===== src/hdl/hdcf_pkg.sv =====
// hdcf_pkg: shared types, widths and constants for the halftone dot cell filter
// used by the interfaces, the controller, the datapath and the top level
// no dependencies
package hdcf_pkg;

  localparam int CS_W     = 7;   // cell_size register width
  localparam int COORD_W  = 6;   // row/column inside a cell
  localparam int PIX_W    = 8;
  localparam int SUM_W    = 20;
  localparam int TONE_W   = 4;
  localparam int CNT_W    = 4;

  localparam int MAX_CELL_SIZE_DEF = 64;

  localparam logic [CS_W-1:0]   CS_RESET   = 7'd20;
  localparam logic [TONE_W-1:0] TONE_MAX   = 4'd9;
  localparam int                TONE_STEP  = 25;
  localparam logic [CS_W-1:0]   ODD_SHIFT  = 7'd8;
  localparam logic [PIX_W-1:0]  ALPHA_FULL = 8'hFF;

  // reciprocal constants, exact over the value ranges in use
  localparam int DIV3_MUL   = 683;  // x*683 >> 11 == x/3 for x < 766
  localparam int DIV10_MUL  = 205;  // x*205 >> 11 == x/10 for x < 128
  localparam int RECIP_SHIFT = 11;

  // sequencer counts
  localparam logic [CNT_W-1:0] TONE_CNT_LAST = 4'd8;  // nine threshold steps
  localparam logic [CNT_W-1:0] MOD_CNT_TOP   = 4'd6;  // seven shift-subtract steps

  typedef struct packed {
    logic               action;
    logic [PIX_W-1:0]   red;
    logic [PIX_W-1:0]   green;
    logic [PIX_W-1:0]   blue;
    logic [COORD_W-1:0] col_in_cell;
    logic [COORD_W-1:0] row_in_cell;
    logic               odd_cell_row;
  } pix_t;

  typedef struct packed {
    logic [PIX_W-1:0] out_blue;
    logic [PIX_W-1:0] out_green;
    logic [PIX_W-1:0] out_red;
    logic [PIX_W-1:0] out_alpha;
  } res_t;

  typedef struct packed {
    logic       load;       // input beat taken this cycle
    logic       tone_sq;    // square the cell size
    logic       tone_step;  // scale to the threshold step, clear tone
    logic       tone_cmp;   // one threshold compare
    logic       tone_done;  // last compare, clear the sum
    logic       mod_step;   // one shift-subtract step of the column reduction
    logic [2:0] mod_shift;
    logic       sq;         // distance and radius squares
    logic       out_load;   // capture the result beat
  } ctrl_cmd_t;

  typedef struct packed {
    logic in_action;
    logic in_last;
  } dp_status_t;

endpackage


===== src/hdl/hdcf_ifs.sv =====
// hdcf_ifs: valid/ready channel interfaces for pixels, results and configuration
// depends on hdcf_pkg
interface hdcf_pix_if import hdcf_pkg::*; ();
  logic               valid;
  logic               ready;
  logic               action;
  logic [PIX_W-1:0]   red;
  logic [PIX_W-1:0]   green;
  logic [PIX_W-1:0]   blue;
  logic [COORD_W-1:0] col_in_cell;
  logic [COORD_W-1:0] row_in_cell;
  logic               odd_cell_row;

  modport source (output valid, action, red, green, blue, col_in_cell, row_in_cell,
                  odd_cell_row, input ready);
  modport sink (input valid, action, red, green, blue, col_in_cell, row_in_cell,
                odd_cell_row, output ready);
endinterface

interface hdcf_res_if import hdcf_pkg::*; ();
  logic             valid;
  logic             ready;
  logic [PIX_W-1:0] out_blue;
  logic [PIX_W-1:0] out_green;
  logic [PIX_W-1:0] out_red;
  logic [PIX_W-1:0] out_alpha;

  modport source (output valid, out_blue, out_green, out_red, out_alpha, input ready);
  modport sink (input valid, out_blue, out_green, out_red, out_alpha, output ready);
endinterface

interface hdcf_cfg_if import hdcf_pkg::*; ();
  logic            valid;
  logic            ready;
  logic [CS_W-1:0] cell_size;

  modport source (output valid, cell_size, input ready);
  modport sink (input valid, cell_size, output ready);
endinterface


===== src/hdl/hdcf_ctrl.sv =====
// hdcf_ctrl: sequencer for accumulate, tone and apply phases
// depends on hdcf_pkg; drives the datapath through ctrl_cmd_t
module hdcf_ctrl
  import hdcf_pkg::*;
(
  input  logic       clk,
  input  logic       rst,
  input  logic       in_valid,
  output logic       in_ready,
  output logic       out_valid,
  input  logic       out_ready,
  input  dp_status_t status,
  output ctrl_cmd_t  cmd
);

  typedef enum logic [2:0] {
    S_IDLE,
    S_TONE_SQ,
    S_TONE_STEP,
    S_TONE_CMP,
    S_MOD,
    S_SQ,
    S_OUT
  } state_t;

  state_t           state;
  logic [CNT_W-1:0] cnt;
  logic             accept;

  assign in_ready = (state == S_IDLE);
  assign accept   = in_valid && in_ready;

  always_comb begin
    cmd           = '0;
    cmd.load      = accept;
    cmd.tone_sq   = (state == S_TONE_SQ);
    cmd.tone_step = (state == S_TONE_STEP);
    cmd.tone_cmp  = (state == S_TONE_CMP);
    cmd.tone_done = (state == S_TONE_CMP) && (cnt == TONE_CNT_LAST);
    cmd.mod_step  = (state == S_MOD);
    cmd.mod_shift = cnt[2:0];
    cmd.sq        = (state == S_SQ);
    cmd.out_load  = (state == S_OUT) && (!out_valid || out_ready);
  end

  always_ff @(posedge clk) begin
    if (rst) begin
      state     <= S_IDLE;
      cnt       <= '0;
      out_valid <= 1'b0;
    end else begin
      if (cmd.out_load) begin
        out_valid <= 1'b1;
      end else if (out_ready) begin
        out_valid <= 1'b0;
      end
      unique case (state)
        S_IDLE: begin
          if (accept) begin
            if (status.in_action) begin
              state <= S_MOD;
              cnt   <= MOD_CNT_TOP;
            end else if (status.in_last) begin
              state <= S_TONE_SQ;
            end
          end
        end
        S_TONE_SQ: state <= S_TONE_STEP;
        S_TONE_STEP: begin
          state <= S_TONE_CMP;
          cnt   <= '0;
        end
        S_TONE_CMP: begin
          if (cnt == TONE_CNT_LAST) begin
            state <= S_IDLE;
          end else begin
            cnt <= cnt + 1'b1;
          end
        end
        S_MOD: begin
          if (cnt == '0) begin
            state <= S_SQ;
          end else begin
            cnt <= cnt - 1'b1;
          end
        end
        S_SQ: state <= S_OUT;
        S_OUT: begin
          if (cmd.out_load) begin
            state <= S_IDLE;
          end
        end
        default: state <= S_IDLE;
      endcase
    end
  end

endmodule


===== src/hdl/hdcf_datapath.sv =====
// hdcf_datapath: brightness sum, tone thresholds, column reduction and dot test
// depends on hdcf_pkg; sequenced by hdcf_ctrl
module hdcf_datapath
  import hdcf_pkg::*;
#(
  parameter int MAX_CELL_SIZE = MAX_CELL_SIZE_DEF
) (
  input  logic            clk,
  input  logic            rst,
  input  logic            cfg_we,
  input  logic [CS_W-1:0] cfg_data,
  input  pix_t            pix,
  input  ctrl_cmd_t       cmd,
  output dp_status_t      status,
  output res_t            res
);

  localparam int CS_CAP = (MAX_CELL_SIZE > (2**CS_W - 1)) ? (2**CS_W - 1) : MAX_CELL_SIZE;
  localparam int SQ_W   = 2 * CS_W;
  localparam int STEP_W = SQ_W + 5;
  localparam int THR_W  = STEP_W + 3;
  localparam int DIV_W  = CS_W + 6;
  localparam int D2_W   = 13;
  localparam int R_W    = CS_W - 1;

  logic [CS_W-1:0]    cell_size;
  logic [CS_W-1:0]    cs;
  logic [SUM_W-1:0]   sum;
  logic [TONE_W-1:0]  tone;

  // accumulate
  logic [9:0]         rgb_sum;
  logic [18:0]        div3_prod;
  logic [PIX_W-1:0]   gray;

  // tone thresholds
  logic [SQ_W-1:0]    sq;
  logic [STEP_W-1:0]  step;
  logic [THR_W-1:0]   thr;
  logic [THR_W-1:0]   thr_next;

  // apply
  logic [PIX_W-1:0]   red, green, blue;
  logic [COORD_W-1:0] row;
  logic [CS_W-1:0]    rem;
  logic [DIV_W-1:0]   divisor;
  logic [17:0]        div10_prod;
  logic [3:0]         tenth;
  logic [CS_W-1:0]    shrink;
  logic [R_W-1:0]     rad;
  logic [R_W-1:0]     half;
  logic signed [7:0]  dc, dr;
  logic signed [15:0] dc2, dr2;
  logic [D2_W-1:0]    d2;
  logic [D2_W-2:0]    r2;
  logic               in_dot;
  logic [PIX_W-1:0]   out_blue, out_green, out_red;

  // effective cell size: zero acts as one, large values clamp
  always_comb begin
    if (cell_size == '0) begin
      cs = CS_W'(1);
    end else if (cell_size > CS_W'(CS_CAP)) begin
      cs = CS_W'(CS_CAP);
    end else begin
      cs = cell_size;
    end
  end

  assign status.in_action = pix.action;
  assign status.in_last   = ({1'b0, pix.col_in_cell} == cs - 1'b1) &&
                            ({1'b0, pix.row_in_cell} == cs - 1'b1);

  assign rgb_sum   = {2'b0, pix.red} + {2'b0, pix.green} + {2'b0, pix.blue};
  assign div3_prod = 19'({9'b0, rgb_sum} * 19'(DIV3_MUL));
  assign gray      = div3_prod[RECIP_SHIFT +: PIX_W];

  assign thr_next  = thr + {3'b0, step};
  assign divisor   = {6'b0, cs} << cmd.mod_shift;
  assign half      = cs[CS_W-1:1];

  assign div10_prod = 18'({11'b0, cs} * 18'(DIV10_MUL));

  assign dc     = $signed({1'b0, rem}) - $signed({2'b0, half});
  assign dr     = $signed({2'b0, row}) - $signed({2'b0, half});
  assign dc2    = dc * dc;
  assign dr2    = dr * dr;
  assign in_dot = d2 <= {1'b0, r2};

  always_ff @(posedge clk) begin
    if (rst) begin
      cell_size <= CS_RESET;
      sum       <= '0;
      tone      <= '0;
    end else begin
      if (cfg_we) begin
        cell_size <= cfg_data;
      end
      if (cmd.load && !pix.action) begin
        sum <= sum + {{(SUM_W-PIX_W){1'b0}}, gray};
      end else if (cmd.tone_done) begin
        sum <= '0;
      end
      if (cmd.tone_step) begin
        tone <= '0;
      end else if (cmd.tone_cmp && ({2'b0, sum} >= thr_next)) begin
        tone <= tone + 1'b1;
      end
    end
  end

  // payload registers
  always_ff @(posedge clk) begin
    if (cmd.tone_sq) begin
      sq <= cs * cs;
    end
    if (cmd.tone_step) begin
      step <= STEP_W'({5'b0, sq} * STEP_W'(TONE_STEP));
      thr  <= '0;
    end else if (cmd.tone_cmp) begin
      thr <= thr_next;
    end

    if (cmd.load) begin
      red   <= pix.red;
      green <= pix.green;
      blue  <= pix.blue;
      row   <= pix.row_in_cell;
      rem   <= {1'b0, pix.col_in_cell} + (pix.odd_cell_row ? ODD_SHIFT : '0);
    end else if (cmd.mod_step && ({6'b0, rem} >= divisor)) begin
      rem <= rem - divisor[CS_W-1:0];
    end

    // radius chain settles within the reduction steps
    tenth  <= div10_prod[RECIP_SHIFT +: 4];
    shrink <= CS_W'({3'b0, tone} * {3'b0, tenth});
    rad    <= R_W'((cs - shrink) >> 1);

    if (cmd.sq) begin
      d2 <= dc2[D2_W-1:0] + dr2[D2_W-1:0];
      r2 <= (D2_W-1)'({6'b0, rad} * {6'b0, rad});
    end

    if (cmd.out_load) begin
      out_blue  <= in_dot ? '0 : blue;
      out_green <= in_dot ? '0 : green;
      out_red   <= in_dot ? '0 : red;
    end
  end

  assign res.out_blue  = out_blue;
  assign res.out_green = out_green;
  assign res.out_red   = out_red;
  assign res.out_alpha = ALPHA_FULL;

endmodule


===== src/hdl/halftone_dot_cell_filter_core.sv =====
// halftone_dot_cell_filter_core: top level of the halftone dot cell filter
// depends on hdcf_pkg, hdcf_ifs, hdcf_ctrl and hdcf_datapath
//
// channel  modport  beat carries
// pix      sink     action, red, green, blue, col_in_cell, row_in_cell, odd_cell_row
// res      source   out_blue, out_green, out_red, out_alpha (apply beats only)
// cfg      sink     cell_size, always ready
//
// one pixel is worked on at a time; pix.ready is high only while the sequencer idles
// accumulate beat: stays idle, or on the cell's last pixel runs nine threshold compares
// apply beat: the seven-step shift-subtract column reduction, then squares and output
// res holds its beat in an output register; a stalled res only stalls the final step
// rst is synchronous, active high: cell_size back to 20, sum and tone cleared
module halftone_dot_cell_filter_core
  import hdcf_pkg::*;
#(
  parameter int MAX_CELL_SIZE = MAX_CELL_SIZE_DEF
) (
  input logic         clk,
  input logic         rst,
  hdcf_pix_if.sink    pix,
  hdcf_res_if.source  res,
  hdcf_cfg_if.sink    cfg
);

  pix_t       pix_data;
  res_t       res_data;
  ctrl_cmd_t  cmd;
  dp_status_t status;

  // configuration writes are always accepted and registered into cell_size
  assign cfg.ready = 1'b1;

  assign pix_data.action       = pix.action;
  assign pix_data.red          = pix.red;
  assign pix_data.green        = pix.green;
  assign pix_data.blue         = pix.blue;
  assign pix_data.col_in_cell  = pix.col_in_cell;
  assign pix_data.row_in_cell  = pix.row_in_cell;
  assign pix_data.odd_cell_row = pix.odd_cell_row;

  // sequencer: handshakes and phase stepping
  hdcf_ctrl u_ctrl (
    .clk       (clk),
    .rst       (rst),
    .in_valid  (pix.valid),
    .in_ready  (pix.ready),
    .out_valid (res.valid),
    .out_ready (res.ready),
    .status    (status),
    .cmd       (cmd)
  );

  // arithmetic and result register
  hdcf_datapath #(
    .MAX_CELL_SIZE (MAX_CELL_SIZE)
  ) u_datapath (
    .clk      (clk),
    .rst      (rst),
    .cfg_we   (cfg.valid && cfg.ready),
    .cfg_data (cfg.cell_size),
    .pix      (pix_data),
    .cmd      (cmd),
    .status   (status),
    .res      (res_data)
  );

  assign res.out_blue  = res_data.out_blue;
  assign res.out_green = res_data.out_green;
  assign res.out_red   = res_data.out_red;
  assign res.out_alpha = res_data.out_alpha;

endmodule


===== src/flat_wrapper.sv =====
// flat-port wrapper written by rule: the top's interface ports become plain ports
module halftone_dot_cell_filter_core_flat import hdcf_pkg::*;
#(
  parameter int MAX_CELL_SIZE = MAX_CELL_SIZE_DEF
)
  (clk, rst, pix_valid, pix_action, pix_red, pix_green, pix_blue, pix_col_in_cell, pix_row_in_cell, pix_odd_cell_row, pix_ready, res_valid, res_out_blue, res_out_green, res_out_red, res_out_alpha, res_ready, cfg_valid, cfg_cell_size, cfg_ready);
  hdcf_pix_if pix_i ();
  hdcf_res_if res_i ();
  hdcf_cfg_if cfg_i ();
  input logic clk;
  input logic rst;
  input wire logic [$bits(pix_i.valid)-1:0] pix_valid;
  input wire logic [$bits(pix_i.action)-1:0] pix_action;
  input wire logic [$bits(pix_i.red)-1:0] pix_red;
  input wire logic [$bits(pix_i.green)-1:0] pix_green;
  input wire logic [$bits(pix_i.blue)-1:0] pix_blue;
  input wire logic [$bits(pix_i.col_in_cell)-1:0] pix_col_in_cell;
  input wire logic [$bits(pix_i.row_in_cell)-1:0] pix_row_in_cell;
  input wire logic [$bits(pix_i.odd_cell_row)-1:0] pix_odd_cell_row;
  output wire logic [$bits(pix_i.ready)-1:0] pix_ready;
  output wire logic [$bits(res_i.valid)-1:0] res_valid;
  output wire logic [$bits(res_i.out_blue)-1:0] res_out_blue;
  output wire logic [$bits(res_i.out_green)-1:0] res_out_green;
  output wire logic [$bits(res_i.out_red)-1:0] res_out_red;
  output wire logic [$bits(res_i.out_alpha)-1:0] res_out_alpha;
  input wire logic [$bits(res_i.ready)-1:0] res_ready;
  input wire logic [$bits(cfg_i.valid)-1:0] cfg_valid;
  input wire logic [$bits(cfg_i.cell_size)-1:0] cfg_cell_size;
  output wire logic [$bits(cfg_i.ready)-1:0] cfg_ready;
  assign pix_i.valid = pix_valid;
  assign pix_i.action = pix_action;
  assign pix_i.red = pix_red;
  assign pix_i.green = pix_green;
  assign pix_i.blue = pix_blue;
  assign pix_i.col_in_cell = pix_col_in_cell;
  assign pix_i.row_in_cell = pix_row_in_cell;
  assign pix_i.odd_cell_row = pix_odd_cell_row;
  assign pix_ready = pix_i.ready;
  assign res_valid = res_i.valid;
  assign res_out_blue = res_i.out_blue;
  assign res_out_green = res_i.out_green;
  assign res_out_red = res_i.out_red;
  assign res_out_alpha = res_i.out_alpha;
  assign res_i.ready = res_ready;
  assign cfg_i.valid = cfg_valid;
  assign cfg_i.cell_size = cfg_cell_size;
  assign cfg_ready = cfg_i.ready;
  halftone_dot_cell_filter_core #(.MAX_CELL_SIZE(MAX_CELL_SIZE)) u_core (.clk(clk), .rst(rst), .pix(pix_i), .res(res_i), .cfg(cfg_i));
endmodule

===== config.mk =====
export PLATFORM = sky130hd
export DESIGN_NAME = halftone_dot_cell_filter_core_flat
export DESIGN_NICKNAME = d
export VERILOG_FILES = /design/src/hdl/hdcf_pkg.sv /design/src/hdl/hdcf_ifs.sv /design/src/hdl/hdcf_ctrl.sv /design/src/hdl/hdcf_datapath.sv /design/src/hdl/halftone_dot_cell_filter_core.sv /design/src/flat_wrapper.sv
export SDC_FILE = /design/constraint.sdc
export NUM_CORES = 1
export LEC_CHECK = 0
export BUFFER_PORTS_ARGS = -buffer_cell sky130_fd_sc_hd__buf_2
export CAP_MARGIN = 30
export CORE_MARGIN = 2
export CORE_UTILIZATION = 45
export CTS_BUF_LIST = sky130_fd_sc_hd__clkbuf_4 sky130_fd_sc_hd__clkbuf_8 sky130_fd_sc_hd__clkbuf_16
export DETAILED_ROUTE_END_ITERATION = 7
export HOLD_SLACK_MARGIN = 0.06
export PLACE_DENSITY = 0.57
export REMOVE_ABC_BUFFERS = 1
export SYNTH_ARGS = -nofsm -noshare
export SYNTH_HDL_FRONTEND = slang
export SYNTH_HIERARCHICAL = 1
export SYNTH_SLANG_ARGS = --single-unit

===== constraint.sdc =====
create_clock -name clk -period 8.5 [get_ports clk]
set_input_delay 0 -clock clk [delete_from_list [all_inputs] [get_ports clk]]
set_output_delay 0 -clock clk [all_outputs]
set_load 0.01 [all_outputs]

# --- Yosys cells after proc, flatten, opt, wreduce, memory -nomap -nowiden ---
# Index checks and enable logic that the tools add are counted.
totals:
  register_bits: 197
  input_bits: 50
  elab_cells: 107
classes:
  n_addsub: 14
  multipliers: 8
  order_cmp: 4
  eq_ne: 17
  n_shift: 1
  mux: 21
  reduce_logical: 20
ops:
  columns: ["operator", "n"]
  rows:
  - ["20-bit two-way mux", 2]
  - ["7-bit two-way mux", 4]
  - ["22-bit by 19-bit adder with 22-bit output", 1]
  - ["20-bit by 22-bit greater-or-equal comparator with 1-bit output", 1]
  - ["3-bit case mux with 7 select lines", 1]
  - ["20-bit by 8-bit adder with 20-bit output", 1]
  - ["4-bit two-way mux", 5]
  - ["10-bit by 10-bit multiplier with 19-bit output, second input constant", 1]
  - ["14-bit by 5-bit multiplier with 19-bit output, second input constant", 1]
  - ["3-bit two-way mux", 6]
  - ["4-bit case mux with 4 select lines", 1]
  - ["7-bit by 8-bit multiplier with 15-bit output, second input constant", 1]
  - ["6-bit by 7-bit == test with 1-bit output", 2]
  - ["7-bit by 7-bit multiplier with 14-bit output", 1]
  - ["7-bit subtractor", 2]
  - ["13-bit adder", 1]
  - ["7-bit by 13-bit greater-or-equal comparator with 1-bit output", 1]
  - ["13-bit by 12-bit less-or-equal comparator with 1-bit output", 1]
  - ["7-bit by 7-bit multiplier with 13-bit output", 1]
  - ["8-bit by 8-bit multiplier with 13-bit output", 1]
  - ["7-bit by 3-bit << shifter with 13-bit output", 1]
  - ["6-bit by 6-bit multiplier with 12-bit output", 1]
  - ["9-bit by 8-bit adder with 10-bit output", 1]
  - ["5-bit AND reduction", 2]
  - ["26 further kinds", 45]

# --- Depth between registers and ports, before layout ---
# Gate-level depths: netlist of run 1.
depth:
  word_depth: 10
  ltp_mapped: 39
  mapped_depth_nobuf: 39

# --- Hierarchy ---
# The synthesis of run 1 kept the hierarchy.
modules_own_cells:
  columns: ["module", "instances", "cells_each", "area_per_inst_um2"]
  rows:
  - ["hdcf_datapath", 1, 1944, 18980.7]
  - ["hdcf_ctrl", 1, 83, 633.1]
  - ["halftone_dot_cell_filter_core", 1, 2, 11.3]

# --- Worst setup path before layout of run 1 ---
# No wires, ideal clock.
synth_timing:
  path_type: "reg2reg"
  from: "register u_core.u_datapath.cell_size[1]"
  to: "register u_core.u_datapath.d2[12] (data pin)"
  t_arrival_ps: 7428
  setup_slack_ps: 812
  path_stages_with_launch: 33
  n_path_buf: 2
  period_less_slack_ps: 7688
  cell_sequence: "dfxtp_1 -> nor2b_1 -> clkbuf_1 -> ha_1 -> inv_1 -> fa_1 -> a21o_1 -> a21oi_1 -> nor2b_1 -> o21a_1 -> o21a_1 -> or2_2 -> clkbuf_1 -> nor2b_1 -> fa_1 -> inv_1 -> fa_1 -> inv_1 -> fa_1 -> fa_1 -> fa_1 -> inv_1 -> fa_1 -> inv_1 -> ha_1 -> a21oi_1 -> nor2_1 -> nor2_1 -> o21bai_1 -> a21oi_1 -> o21ai_0 -> xnor2_1 -> xnor2_1"
synth_between:
  elab_chain_len: 6
synth_lines:
  columns: ["element", "line_no", "source"]
  rows:
  - ["start, declared", "hdcf_datapath.sv:26", "logic [CS_W-1:0] cell_size;"]
  - ["start signal, assigned", "hdcf_datapath.sv:97", "cell_size <= cfg_data;"]
  - ["7-bit > comparator", "hdcf_datapath.sv:63", "end else if (cell_size > CS_W'(CS_CAP)) begin"]
  - ["7-bit two-way mux", "hdcf_datapath.sv:63", null]
  - ["7-bit two-way mux *", "hdcf_datapath.sv:61", "if (cell_size == '0) begin"]
  - ["7-bit by 6-bit subtractor with 8-bit output / 6-bit by 6-bit subtractor with 7-bit output (equally long branches)", "hdcf_datapath.sv:84, hdcf_datapath.sv:85", null]
  - ["8-bit by 8-bit multiplier with 13-bit output / 7-bit by 7-bit multiplier with 13-bit output (equally long branches)", "hdcf_datapath.sv:86, hdcf_datapath.sv:87", null]
  - ["13-bit adder *", "hdcf_datapath.sv:140", "d2 <= dc2[D2_W-1:0] + dr2[D2_W-1:0];"]
  - ["end signal, assigned", "hdcf_datapath.sv:140", null]
  - ["end, declared", "hdcf_datapath.sv:54", "logic [D2_W-1:0] d2;"]
# Every way passes the cells marked *; elsewhere a longest branch is shown, timed or not.
# A chain may end at the register's enable or synchronous reset.

# --- Worst setup path in the final report of run 1 ---
layout_timing:
  from: "input port pix_blue[1]"
  to: "register u_core.u_datapath.sum[11]"
layout_between:
  elab_chain_len: 4
layout_lines:
  columns: ["element", "line_no", "source"]
  rows:
  - ["start, declared", "flat_wrapper.sv:16", "input wire logic [$bits(pix_i.blue)-1:0] pix_blue;"]
  - ["9-bit by 8-bit adder with 10-bit output", "hdcf_datapath.sv:74", "assign rgb_sum = {2'b0, pix.red} + {2'b0, pix.green} + {2'b0, pix.blue};"]
  - ["10-bit by 10-bit multiplier with 19-bit output", "hdcf_datapath.sv:75", "assign div3_prod = 19'({9'b0, rgb_sum} * 19'(DIV3_MUL));"]
  - ["20-bit by 8-bit adder with 20-bit output", "hdcf_datapath.sv:100", "sum <= sum + {{(SUM_W-PIX_W){1'b0}}, gray};"]
  - ["20-bit two-way mux", "hdcf_datapath.sv:99", "if (cmd.load && !pix.action) begin"]
  - ["end signal, assigned", "hdcf_datapath.sv:100", null]
  - ["end, declared", "hdcf_datapath.sv:28", "logic [SUM_W-1:0] sum;"]
# No other way between the ends.

==> results.md, run 1 <==
- The die is 213 um wide.
- The number of I/O pins is 85.
- The clock tree synthesis step divided the H-tree into 4 levels.
- After synthesis the netlist holds a flip-flop and latch count of 194.
- The cell with the largest stage delay on the worst path is dlygate4sd3_1.
- On the worst path, the slowest cell contributes a delay of 0.54 ns.
- The area of combinational cells with multiple inputs is 0.0132 sq mm.
- The final number of max-transition violations is 0.
- The starting utilization of the core area is between 40 and 50%.
- In the routed design, unresolved DRC markers number 0.
- The number of buffers on the longest clock path is 2.
- The most common cell after layout, fill and taps aside is inv_1.
- Cells with a size suffix above 1 make up 8.30% of the layout.
- The worst flop-to-flop path endpoint is u_core/u_datapath/d2[12].
- CTS placed an instance of clkbuf_16 at the clock tree root.
- After detailed routing, the average wire length per cell comes to 14.7 um.
- Counting every instance in the synthesized netlist gives 2029.
- The reg-to-reg setup timing slack is ~0.77 ns.
- Clock-pin slew was measured on the worst setup and hold paths at 0.08 ns.
- The net count of the finished layout is 2686.
- The number of antenna violations at the first check in global routing is 0.
- For the worst setup path, the data arrival time is 8.43 ns.
- Setup violations remaining at the end of the flow were counted as 0.
- The TritonCTS clock tree is done.
- The number of DRC markers after the initial detailed-route iteration is 560.
- STA classifies the critical path startpoint as a primary input.
- After filler insertion, the fill cell instance count of the layout stands at between 3000 and 4000.
- In this run the remaining antenna-violating nets after routing total 0.
- Summing all placed instances gives a cell area of about 0.021 sq mm.
- The logic depth of the worst register-to-register path is 29.
- Adding up every negative setup slack in the final design gives 0 ns.
- Once detailed placement completed, the half-perimeter wirelength came to 32200 um.
- The sum of routed wire length over all layers is around 41000 um.
- The run finished with clean final reports.
- The tool flagged a number of max-cap violations equal to 0.
- The final worst clock skew is 0.0161 ns.
- Clock tree synthesis inserted a total of 17 buffers.
- The total of buffers placed on input and output ports is 75.
- The final hold violation count is 0.
- Compared with the post-synthesis result, the final layout area differs by 11.9%.
- The average size of a mapped cell is between 9 and 10 sq um.
- The distinct cell type count of the synthesized netlist is 84.
- The core region is 0.0431 sq mm.
- For this design, the sink count on the clock tree is about 190.
- The number of global-route vias before repair came to 14200.
- The cell row count is 76.
- For this run, the detailed router's first-pass iteration total came to 7.
- STA puts the critical path data required time at slightly below 9 ns.
- The detailed router placed 13900 vias in this run.
- The later-pin clock latency in the skew report is between 0.4 and 0.5 ns.
- The total track usage is 19.0%.
- The most prevalent standard cell on the critical path is inv_1.
- Leaving out fill and tap cells, the most frequent cells in the layout are inv_1, ha_1, fa_1, nand2_1, nor2_1.
- Sequential elements use roughly 26% of the synthesized area.
- Entering global routing, the biggest net connects 47 pins.
- Counting I/O delays and the setup requirement, the final critical path takes 8.04 ns.
- The die covers around 0.045 sq mm.
- After routing the design area is 0.0220 sq mm.
- The post-detailed-route via-to-cell ratio is 5.02.
- In this run the worst hold path is classified as primary input to flop.
- The Yosys step of the flow raised 6 warnings.
- The first global-routing pass estimated 68600 um of wire.
- The worst setup path is of the primary input to flop kind.
- Dividing the final minimum period by the clock period gives ~95%.
- Global routing finished with a remaining overflow of 0.
- The origin of the worst setup path is pix_blue[1].
- The upper clock frequency limit is ~120 MHz.
- For this run, the leading register cell type out of synthesis is edfxtp_1.
- Measured against its own limit, the worst slew margin works out to 36.1%.
- The vertical die dimension is 213 um.
- After synthesis the cells add up to approximately 0.020 sq mm.
- The destination of the critical timing path is u_core/u_datapath/sum[11].
- The synthesized design contains 116 enable-type register cells.
- The congestion estimate from routability-driven global placement came to 0.862.
- The slew at the pin with the worst max-slew slack is 0.959 ns.
- The type of destination of the critical path is a flop.
- The startpoint identified for the worst register-to-register timing path is u_core/u_datapath/cell_size[6].
- The sequential cells in the finished layout cover a total of 0.00504 sq mm.
- The largest fanout on the critical path is 6.
- In the synthesized netlist the async set-or-reset flop fraction comes to 0%.
[registers in the layout, indices dropped and copies added (netlist names), 11 cells and up]
signal	count
u_core/u_datapath/thr	22
u_core/u_datapath/sum	20
u_core/u_datapath/step	18
u_core/u_datapath/d2	13
u_core/u_datapath/sq	13
u_core/u_datapath/r2	11
[worst min-delay path by stage]
stage | from | end | cells after the start | slack [ns]
after floorplan | rst | u_core/u_ctrl/out_valid | 1 | 0.07
after global placement | pix_green[7] | u_core/u_datapath/green[7] | 1 | 0.19
after detailed placement | pix_green[7] | u_core/u_datapath/green[7] | 1 | 0.20
after CTS | pix_col_in_cell[3] | u_core/u_datapath/rem[4] | 5 | 0.10
after global routing | pix_col_in_cell[3] | u_core/u_datapath/rem[4] | 5 | 0.17
final | pix_col_in_cell[3] | u_core/u_datapath/rem[4] | 5 | 0.14
[through the flow]
step           hold WS (ns)  worst slack, ns  std cells  utilization (%)
2_1_floorplan        0.0691            0.673       1986                -
6_report              0.138            0.464       2766             51.0
5_1_grt               0.171         -0.00779       2765             51.0
4_1_cts               0.102            0.222       2759             50.7
3_3_place_gp          0.194            0.415       2665             47.9
3_5_place_dp          0.195            0.187       2667             48.0
[per-layer routing]
layer  vias to the layer above  part of all wire (%)  track usage (%)
li1                       7060                     -                -
met1                      6621                    49             25.9
met2                       164                    48             31.7
met3                        27                   2.5             2.85
met4                         0                   1.1             4.49
met5                         -                     0                0
[synth_stat cells, types with 7 or more instances]
cell type    n  area (sq um)
nor2b_1     38           238
nor2_1     136           510
and2_1      37           231
nand2b_1    27           169
fa_1       159          3180
xor2_1      45           394
ha_1       310          3880
clkbuf_1    32           120
or3_1       14          87.6
o21ai_0     58           290
a211oi_1     8          60.1
nand4_1      9          56.3
o21a_1      15           113
nand3_1     22           110
inv_1      320          1200
a31oi_1     17           106
a21oi_1    100           500
buf_4       15           113
a21o_1      37           278
mux2i_1     17           170
and3_1       7          43.8
a311oi_1     7          61.3
nor3_1      23           115
o211ai_1    15           113
xnor2_1     93           815
o21bai_1    26           195
dfxtp_1     78          1560
edfxtp_1   116          3480
nand2_1    143           537
[cells by family after synthesis]
family	after synthesis	share of synthesized area (%)
simple gates	491	12.2
fa+ha+maj	469	36.0
buf+inv	378	7.64
compound gates	335	11.2
flops	194	25.7
xor+xnor	138	6.16
mux	21	1.10
other cells	3	0.0574
[critical path, delay by kind of cell]
kind / cells / cell delay (ns)
AO/OA/AOI/OAI: 13 / 2.51
XOR/XNOR: 2 / 0.43
adder cells (fa/ha/maj): 10 / 3.76
buffers and inverters: 10 / 1.27
AND/OR/NAND/NOR: 3 / 0.45
[repair_timing]
action | 4_1_cts | 5_1_grt
hold endpoints to repair | 63 | 0
hold buffers | 60 | 0
endpoints found under the setup margin | 0 | 11
setup buffers | 0 | 5
resized for setup | 0 | 13
[cell type report]
type                            count  area share (%)
Antenna cell                        1          0.0114
Tap cell                          585            3.33
Timing Repair Buffer              161            5.37
Clock inverter                     15           0.661
Multi-Input combinational cell   1472            60.2
Clock buffer                       17            1.94
Sequential cell                   194            23.0
Inverter                          321            5.49
Power of run 1 is not shown: default switching activity piles up to over one toggle a cycle in this logic, so the estimate is an artifact.
==> run 2, diff against run 1 <==
==> constraint.sdc (replaced) <==
create_clock -name clk -period 8.1 [get_ports clk]
set_input_delay 0 -clock clk [delete_from_list [all_inputs] [get_ports clk]]
set_output_delay 0 -clock clk [all_outputs]
set_load 0.01 [all_outputs]
==> run 2 against run 1 <==
Net effect:
- die area stayed put
- critical path depth stayed put
- global-route usage is 0.38 points higher
- critical endpoint is now u_core/u_datapath/sum[13]
==> results.md, run 2 (same netlist as run 1, synthesis figures left out) <==
- The first-pass GRT wire length is 69500 um.
- The count of nets left with antenna violations once routing finished came out at 0.
- The largest individual stage delay along the critical path comes from the cell dlygate4sd3_1.
- The number of global-route vias before repair was 14200.
- The worst setup path is launched from a primary input.
- After layout, the worst path uses 95.7% of the clock period.
- The required time reported for the critical path endpoint is 8.49 ns.
- The most common cell after layout, fill and taps aside is inv_1.
- The vertical die dimension is 213 um.
- The half-perimeter wire length after placement is roughly 33000 um.
- The critical path is of the primary input to flop type.
- For this block, wires on met1 add up to ~19000 um.
- 0 antenna diodes ended up in the layout.
- The worst pin sits at a relative slew slack of 39.1%.
- 85 I/O pins were placed.
- After detailed routing, the number of remaining DRC violations is 0.
- Hold is met by 0.138 ns.
- TritonCTS built the clock tree.
- The register containing the most flip-flops in the final layout is u_core/u_datapath/thr.
- The run finished with clean final reports.
- The CTS H-tree depth is 4.
- Detailed routing placed a total of 1430 um of wire on met3.
- The die is ~210 um wide.
- The cell row count is between 70 and 80.
- The number of buffers on the longest clock path is 2.
- In the final design database the tool counted ~2700 nets.
- The total number of clock tree sinks is 194.
- The number of cells in the design after placement is ~2700.
- The cell that appears most often on the critical path is inv_1.
- At the end of routability-driven placement, the weighted congestion stood at roughly 0.86.
- The worst path setup slack after routing is 0.348 ns.
- The worst hold-check path type is primary input to flop.
- The tree is rooted in a clkbuf_16.
- Setup violations remaining at the end of the flow were counted as 0.
- The type of destination of the critical path is a flop.
- Across every metal layer, demand over resource in global routing totals 19.4%.
- The number of DRC markers after the initial detailed-route iteration is 704.
- The post-detailed-route via-to-cell ratio is 5.05.
- The routed wire length per instance is 14.7 um.
- The placeable core region is about 0.043 sq mm.
- The final number of max-transition violations came to 0.
- During placement, the flow inserted port buffers numbering 75.
- The minimum setup slack after placement is -0.0335 ns.
- Global routing finished with a remaining overflow of 0.
- Entering global routing, the biggest net connects 47 pins.
- In the layout the commonest cells are inv_1, ha_1, fa_1, nand2_1, nor2_1.
- The clock transition at the register clock pins on the worst setup and hold paths after CTS is ~0.07 ns.
- TritonCTS created 17 clock buffers.
- Timing would allow up to 129 MHz.
- The register with the most flip-flops in the layout has 22 of them.
- After detailed routing, the total wire length is 40800 um.
- The number of antenna violations at the first check in global routing is 0.
- The highest metal layer used by the detailed router is met4.
- The iteration count of the initial detailed-routing pass is 5.
- The largest fanout on the critical path is 4.
- The floorplan die area is 0.0453 sq mm.
- The reported max-cap violation count is 0.
- The final hold violation count is 0.
- The final critical path time including I/O delays and setup is 7.75 ns.
- In the final layout, the share of cells above drive strength 1 is 9.29%.
- From synthesis to final layout, the design area changed by 13.1%.
- The sum of met2 wire segment lengths after detailed routing is 19500 um.
- The largest incremental delay on the critical path is 0.52 ns.
- The final worst clock skew is approximately 0.010 ns.
- In the final layout, the registers with the most flip-flops are u_core/u_datapath/thr x22, u_core/u_datapath/sum x20, u_core/u_datapath/step x18.
- The slew at the pin with the worst max-slew slack is 0.914 ns.
- Data on the critical path arrives at its endpoint at 8.14 ns.
- The count of placed standard cells in the final layout, fillers left out is 2780.
- The starting utilization of the core area is 45.6%.
- The via count is ~14000.
- The later-pin clock latency in the skew report is 0.48 ns.
## run 2: cell count changes in the layout (fill, tap and decap cells not counted), sizes merged
cell         delta
diode           -1
dlygate4sd3     +4
buf            +12
bufinv          +2
clkinv          -2
clkinvlp        -1
## run 2: final timing paths
kind                                                     start  slack (ns)  depth (start not counted)                   endpoint
worst max-delay path                                pix_red[1]        0.35                         38  u_core/u_datapath/sum[13]
worst min-delay path                        pix_col_in_cell[3]        0.14                          5   u_core/u_datapath/rem[4]
worst max register to register  u_core/u_datapath/cell_size[6]        0.50                         29   u_core/u_datapath/d2[12]
worst min register to register        u_core/u_datapath/thr[7]        0.50                          2   u_core/u_datapath/thr[7]
## run 2: critical path, delay by kind of cell
| family | cells | cell delay [ns] |
|---|---|---|
| AOI/OAI and AO/OA | 12 | 2.39 |
| buffers and inverters | 10 | 1.37 |
| and+or+nand+nor | 5 | 0.88 |
| xor gates and xnor gates | 2 | 0.41 |
| adders and majority gates | 9 | 3.07 |
## run 2: area by class of cell
cell class                 instances  area [sq um]
timing repair buffer             177          1320
sequential                       194          5040
tap                              585           732
inverter                         321          1200
clock inverter                    14           176
clock buffer                      17           425
multi-input combinational       1472         13300
fill                            3981         20900
## run 2: routing by layer
layer | vias up | track usage (%)
li1 | 7095 | -
met1 | 6705 | 26.3
met2 | 201 | 32.2
met3 | 27 | 3.15
met4 | 0 | 4.92
met5 | - | 0
## run 2: repair_timing
action / in CTS / in global routing
hold buffers: 64 / 0
endpoints found under the setup margin: 0 / 15
gates resized for setup: 0 / 28
hold endpoints to repair: 64 / 0
buffers inserted: 0 / 5
## run 2: stage by stage
step                      TNS [ns]  utilization [%]  area, sq um
after floorplan                  0                -        19400
after global placement           0             48.1        20700
after detailed placement    -0.106             48.2        20800
after CTS                        0             51.1        22000
after global routing        -0.483             51.5        22200
final                            0             51.5        22200
Power of run 2 is left out for the same reason.
==> run 3, diff against run 2 <==
==> constraint.sdc (replaced) <==
create_clock -name clk -period 8.1 [get_ports clk]
set_input_delay 1.62 -clock clk [delete_from_list [all_inputs] [get_ports clk]]
set_output_delay 1.62 -clock clk [all_outputs]
set_load 0.01 [all_outputs]
==> run 3 against run 2 <==
Net effect:
- the flow now finishes with violations (negative setup slack)
- first-iteration DRC count fell by 6.1%
- clock-buffer cell count rose by 2
- critical path depth fell by 1
- clock skew rose by 0.0013 ns
- highest routed layer unchanged
==> results.md, run 3 (same netlist as run 1, synthesis figures left out) <==
- The flow ran to the end, but the final reports show violations.
- The checks that failed: negative setup slack.
- The floorplan die area is 0.0453 sq mm.
- The final worst clock skew is between 0.01 and 0.015 ns.
- STA puts the critical path data required time at 8.51 ns.
- Before antenna repair, the detailed router went through 7 iterations.
- The fraction of the cycle the final worst path needs is 107%.
- The number of antenna diodes is 0.
- The final hold violation count came to 0.
- The vertical die dimension is 213 um.
- The startpoint identified for the worst register-to-register timing path is u_core/u_datapath/cell_size[1].
- The dominant delay contributor by cell family on the critical path is adder cells.
- The number of remaining DRC errors is 0.
- The final number of max-transition violations came to 0.
- The critical path class is primary input to flop.
- The placer congestion estimate is 0.854.
- The tightest min-delay check is of the flop to flop type.
- The upper clock frequency limit is 116 MHz.
- The starting utilization of the core area is a little under half.
- The register containing the most flip-flops in the final layout is u_core/u_datapath/thr.
- For the worst flop-to-flop path, the logic depth is 30.
- On the final layout, the worst hold slack is 0.498 ns.
- In this run the tightest slew margin relative to its limit is approximately two fifths.
- Dividing the detail-routed wire length by the instance count gives around 15 um.
- The first-pass GRT wire length is 70000 um.
- Leaving out fill and tap cells, the most frequent cell in the layout is inv_1.
- Entering global routing, the biggest net connects 47 pins.
- The final critical path time including I/O delays and setup is a little under 9 ns.
- The residual overflow from global routing is 0.
- The flip-flop count of the largest register, all copies and words added is 22.
- The post-detailed-route via-to-cell ratio is around 5.
- Clock tree synthesis selected as its root buffer the cell clkbuf_16.
- Once placement finished, the instance area stood at about 0.021 sq mm.
- Along the worst hold path, the cell count comes to 2.
- The die is 213 um wide.
- The total number of clock tree sinks is between 150 and 200.
- The layout cell share with drive strength beyond 1 is roughly 14%.
- The worst path arrival time is 9.05 ns.
- Counting both buffers and inverters, the worst setup path holds a total of 9.
- STA classifies the critical path endpoint as a flop.
- Clock-pin slew was measured on the worst setup and hold paths at around 0.07 ns.
- The worst hold path endpoint is u_core/u_datapath/thr[7].
- The number of I/O pins is 85.
- Registers take just over 0.005 sq mm.
- The number of antenna violations at the first check in global routing is 1.
- For this run, the post-layout net count is 2708.
- Of all nets on the critical path, the largest fanout is 7.
- The detailed router finished its first iteration with 661 violations.
- The area growth from synthesis to layout is 13.4%.
- The total of buffers placed on input and output ports is 75.
- The cell row count is 76.
- In this run the remaining antenna-violating nets after routing total 0.
- Fill cells in the final layout number 3981.
- The reported max-cap violation count is 0.
- The placeable core region is approximately 0.043 sq mm.
- The TritonCTS clock tree is done.
- In this run the most critical hold path is launched from u_core/u_datapath/thr[7].
- Setup slack on the worst reg-to-reg path comes out at 0.47 ns.
- Once routing completed, OpenROAD measured the worst setup slack at -0.540 ns.
- Setup violations remaining at the end of the flow were counted as 15.
- The finished cells cover 0.0223 sq mm.
- The total track usage is 19.5%.
- The half-perimeter wire length after placement is ~33000 um.
- The sum of routed wire length over all layers is 41700 um.
- The worst flop-to-flop path endpoint is u_core/u_datapath/d2[12].
- The number of buffers inserted during clock tree synthesis is 17.
- The slowest stage of the critical path belongs to the cell fa_1.
- The largest registers in the layout are u_core/u_datapath/thr x22, u_core/u_datapath/sum x20, u_core/u_datapath/step x18.
- The detailed router placed 14100 vias in this run.
- The CTS H-tree depth is 4.
- For the worst-skew pair, the clock arrives at the later sink with an insertion delay of 0.48 ns.
- The number of global-route vias before repair is 14300.
- The type of element launching the critical path is a primary input.
- For the pin with the worst max-slew slack, the measured transition is 0.913 ns.
- The largest incremental delay on the critical path is 0.55 ns.
- In the layout the commonest cells are inv_1, ha_1, fa_1, nand2_1, nor2_1.
- The clock passes through at most 2 buffers.
- The multi-input combinational cells in the finished layout cover a total of 0.0135 sq mm.
- Setup repair after global routing could not meet its margin everywhere.
run 3: cell types whose count changed in the layout (fill, tap and decap cells not counted), moves of 4 or more:
cell / previous run / this run
a21oi_1: 95 / 90
inv_2: 2 / 7
xnor2_2: 1 / 5
dlygate4sd3_1: 64 / 0
buf_4: 35 / 101
buf_6: 1 / 8
inv_1: 318 / 313
nor2_1: 135 / 131
a21oi_2: 6 / 11
ha_1: 307 / 301
ha_4: 2 / 6
xnor2_1: 92 / 88
run 3: metal layers:
layer | up-vias | routed length (um) | track usage [%]
li1 | 7098 | - | -
met1 | 6743 | 20200 | 26.5
met2 | 188 | 19800 | 32.4
met3 | 35 | 1250 | 3.29
met4 | 0 | 477 | 4.63
met5 | - | 0 | 0
run 3: area by class of cell:
cell class	count	area share, %
tap	585	3.29
sequential	194	22.7
inverter	321	5.41
timing repair buffer	184	5.59
multi-input combinational	1471	60.5
clock inverter	13	0.573
clock buffer	19	1.98
run 3: how the worst max path moves through the flow:
stage           startpoint                         to  depth (start not counted)
2_1_floorplan  pix_blue[1]  u_core/u_datapath/sum[19]                         38
3_3_place_gp   pix_blue[1]  u_core/u_datapath/sum[11]                         37
3_5_place_dp   pix_blue[1]  u_core/u_datapath/sum[11]                         38
4_1_cts         pix_red[1]  u_core/u_datapath/sum[13]                         37
5_1_grt         pix_red[1]  u_core/u_datapath/sum[19]                         39
6_report        pix_red[1]  u_core/u_datapath/sum[18]                         37
run 3: worst min-delay path: cells and delay by family, from the launching register on:
kind | cells | cell delay, ns
compound gates | 1 | 0.06
flops | 1 | 0.33
simple gates | 1 | 0.07
run 3: through the flow:
stage	setup TNS [ns]	utilization, %	setup slack, ns	instances
6_report	-6.65	51.7	-0.540	2787
5_1_grt	-11.44	51.7	-0.864	2787
4_1_cts	-6.17	51.3	-0.553	2780
3_5_place_dp	-24.73	49.3	-1.61	2742
3_3_place_gp	-21.20	49.3	-1.41	2740
2_1_floorplan	-16.05	-	-1.20	1986
run 3: what timing repair did:
action	CTS	global route
endpoints found under the setup margin	18	18
setup buffers	9	7
pin swaps	55	29
cloned	0	0
hold buffers	0	0
resized for setup	53	24
Power of run 3 is left out for the same reason.
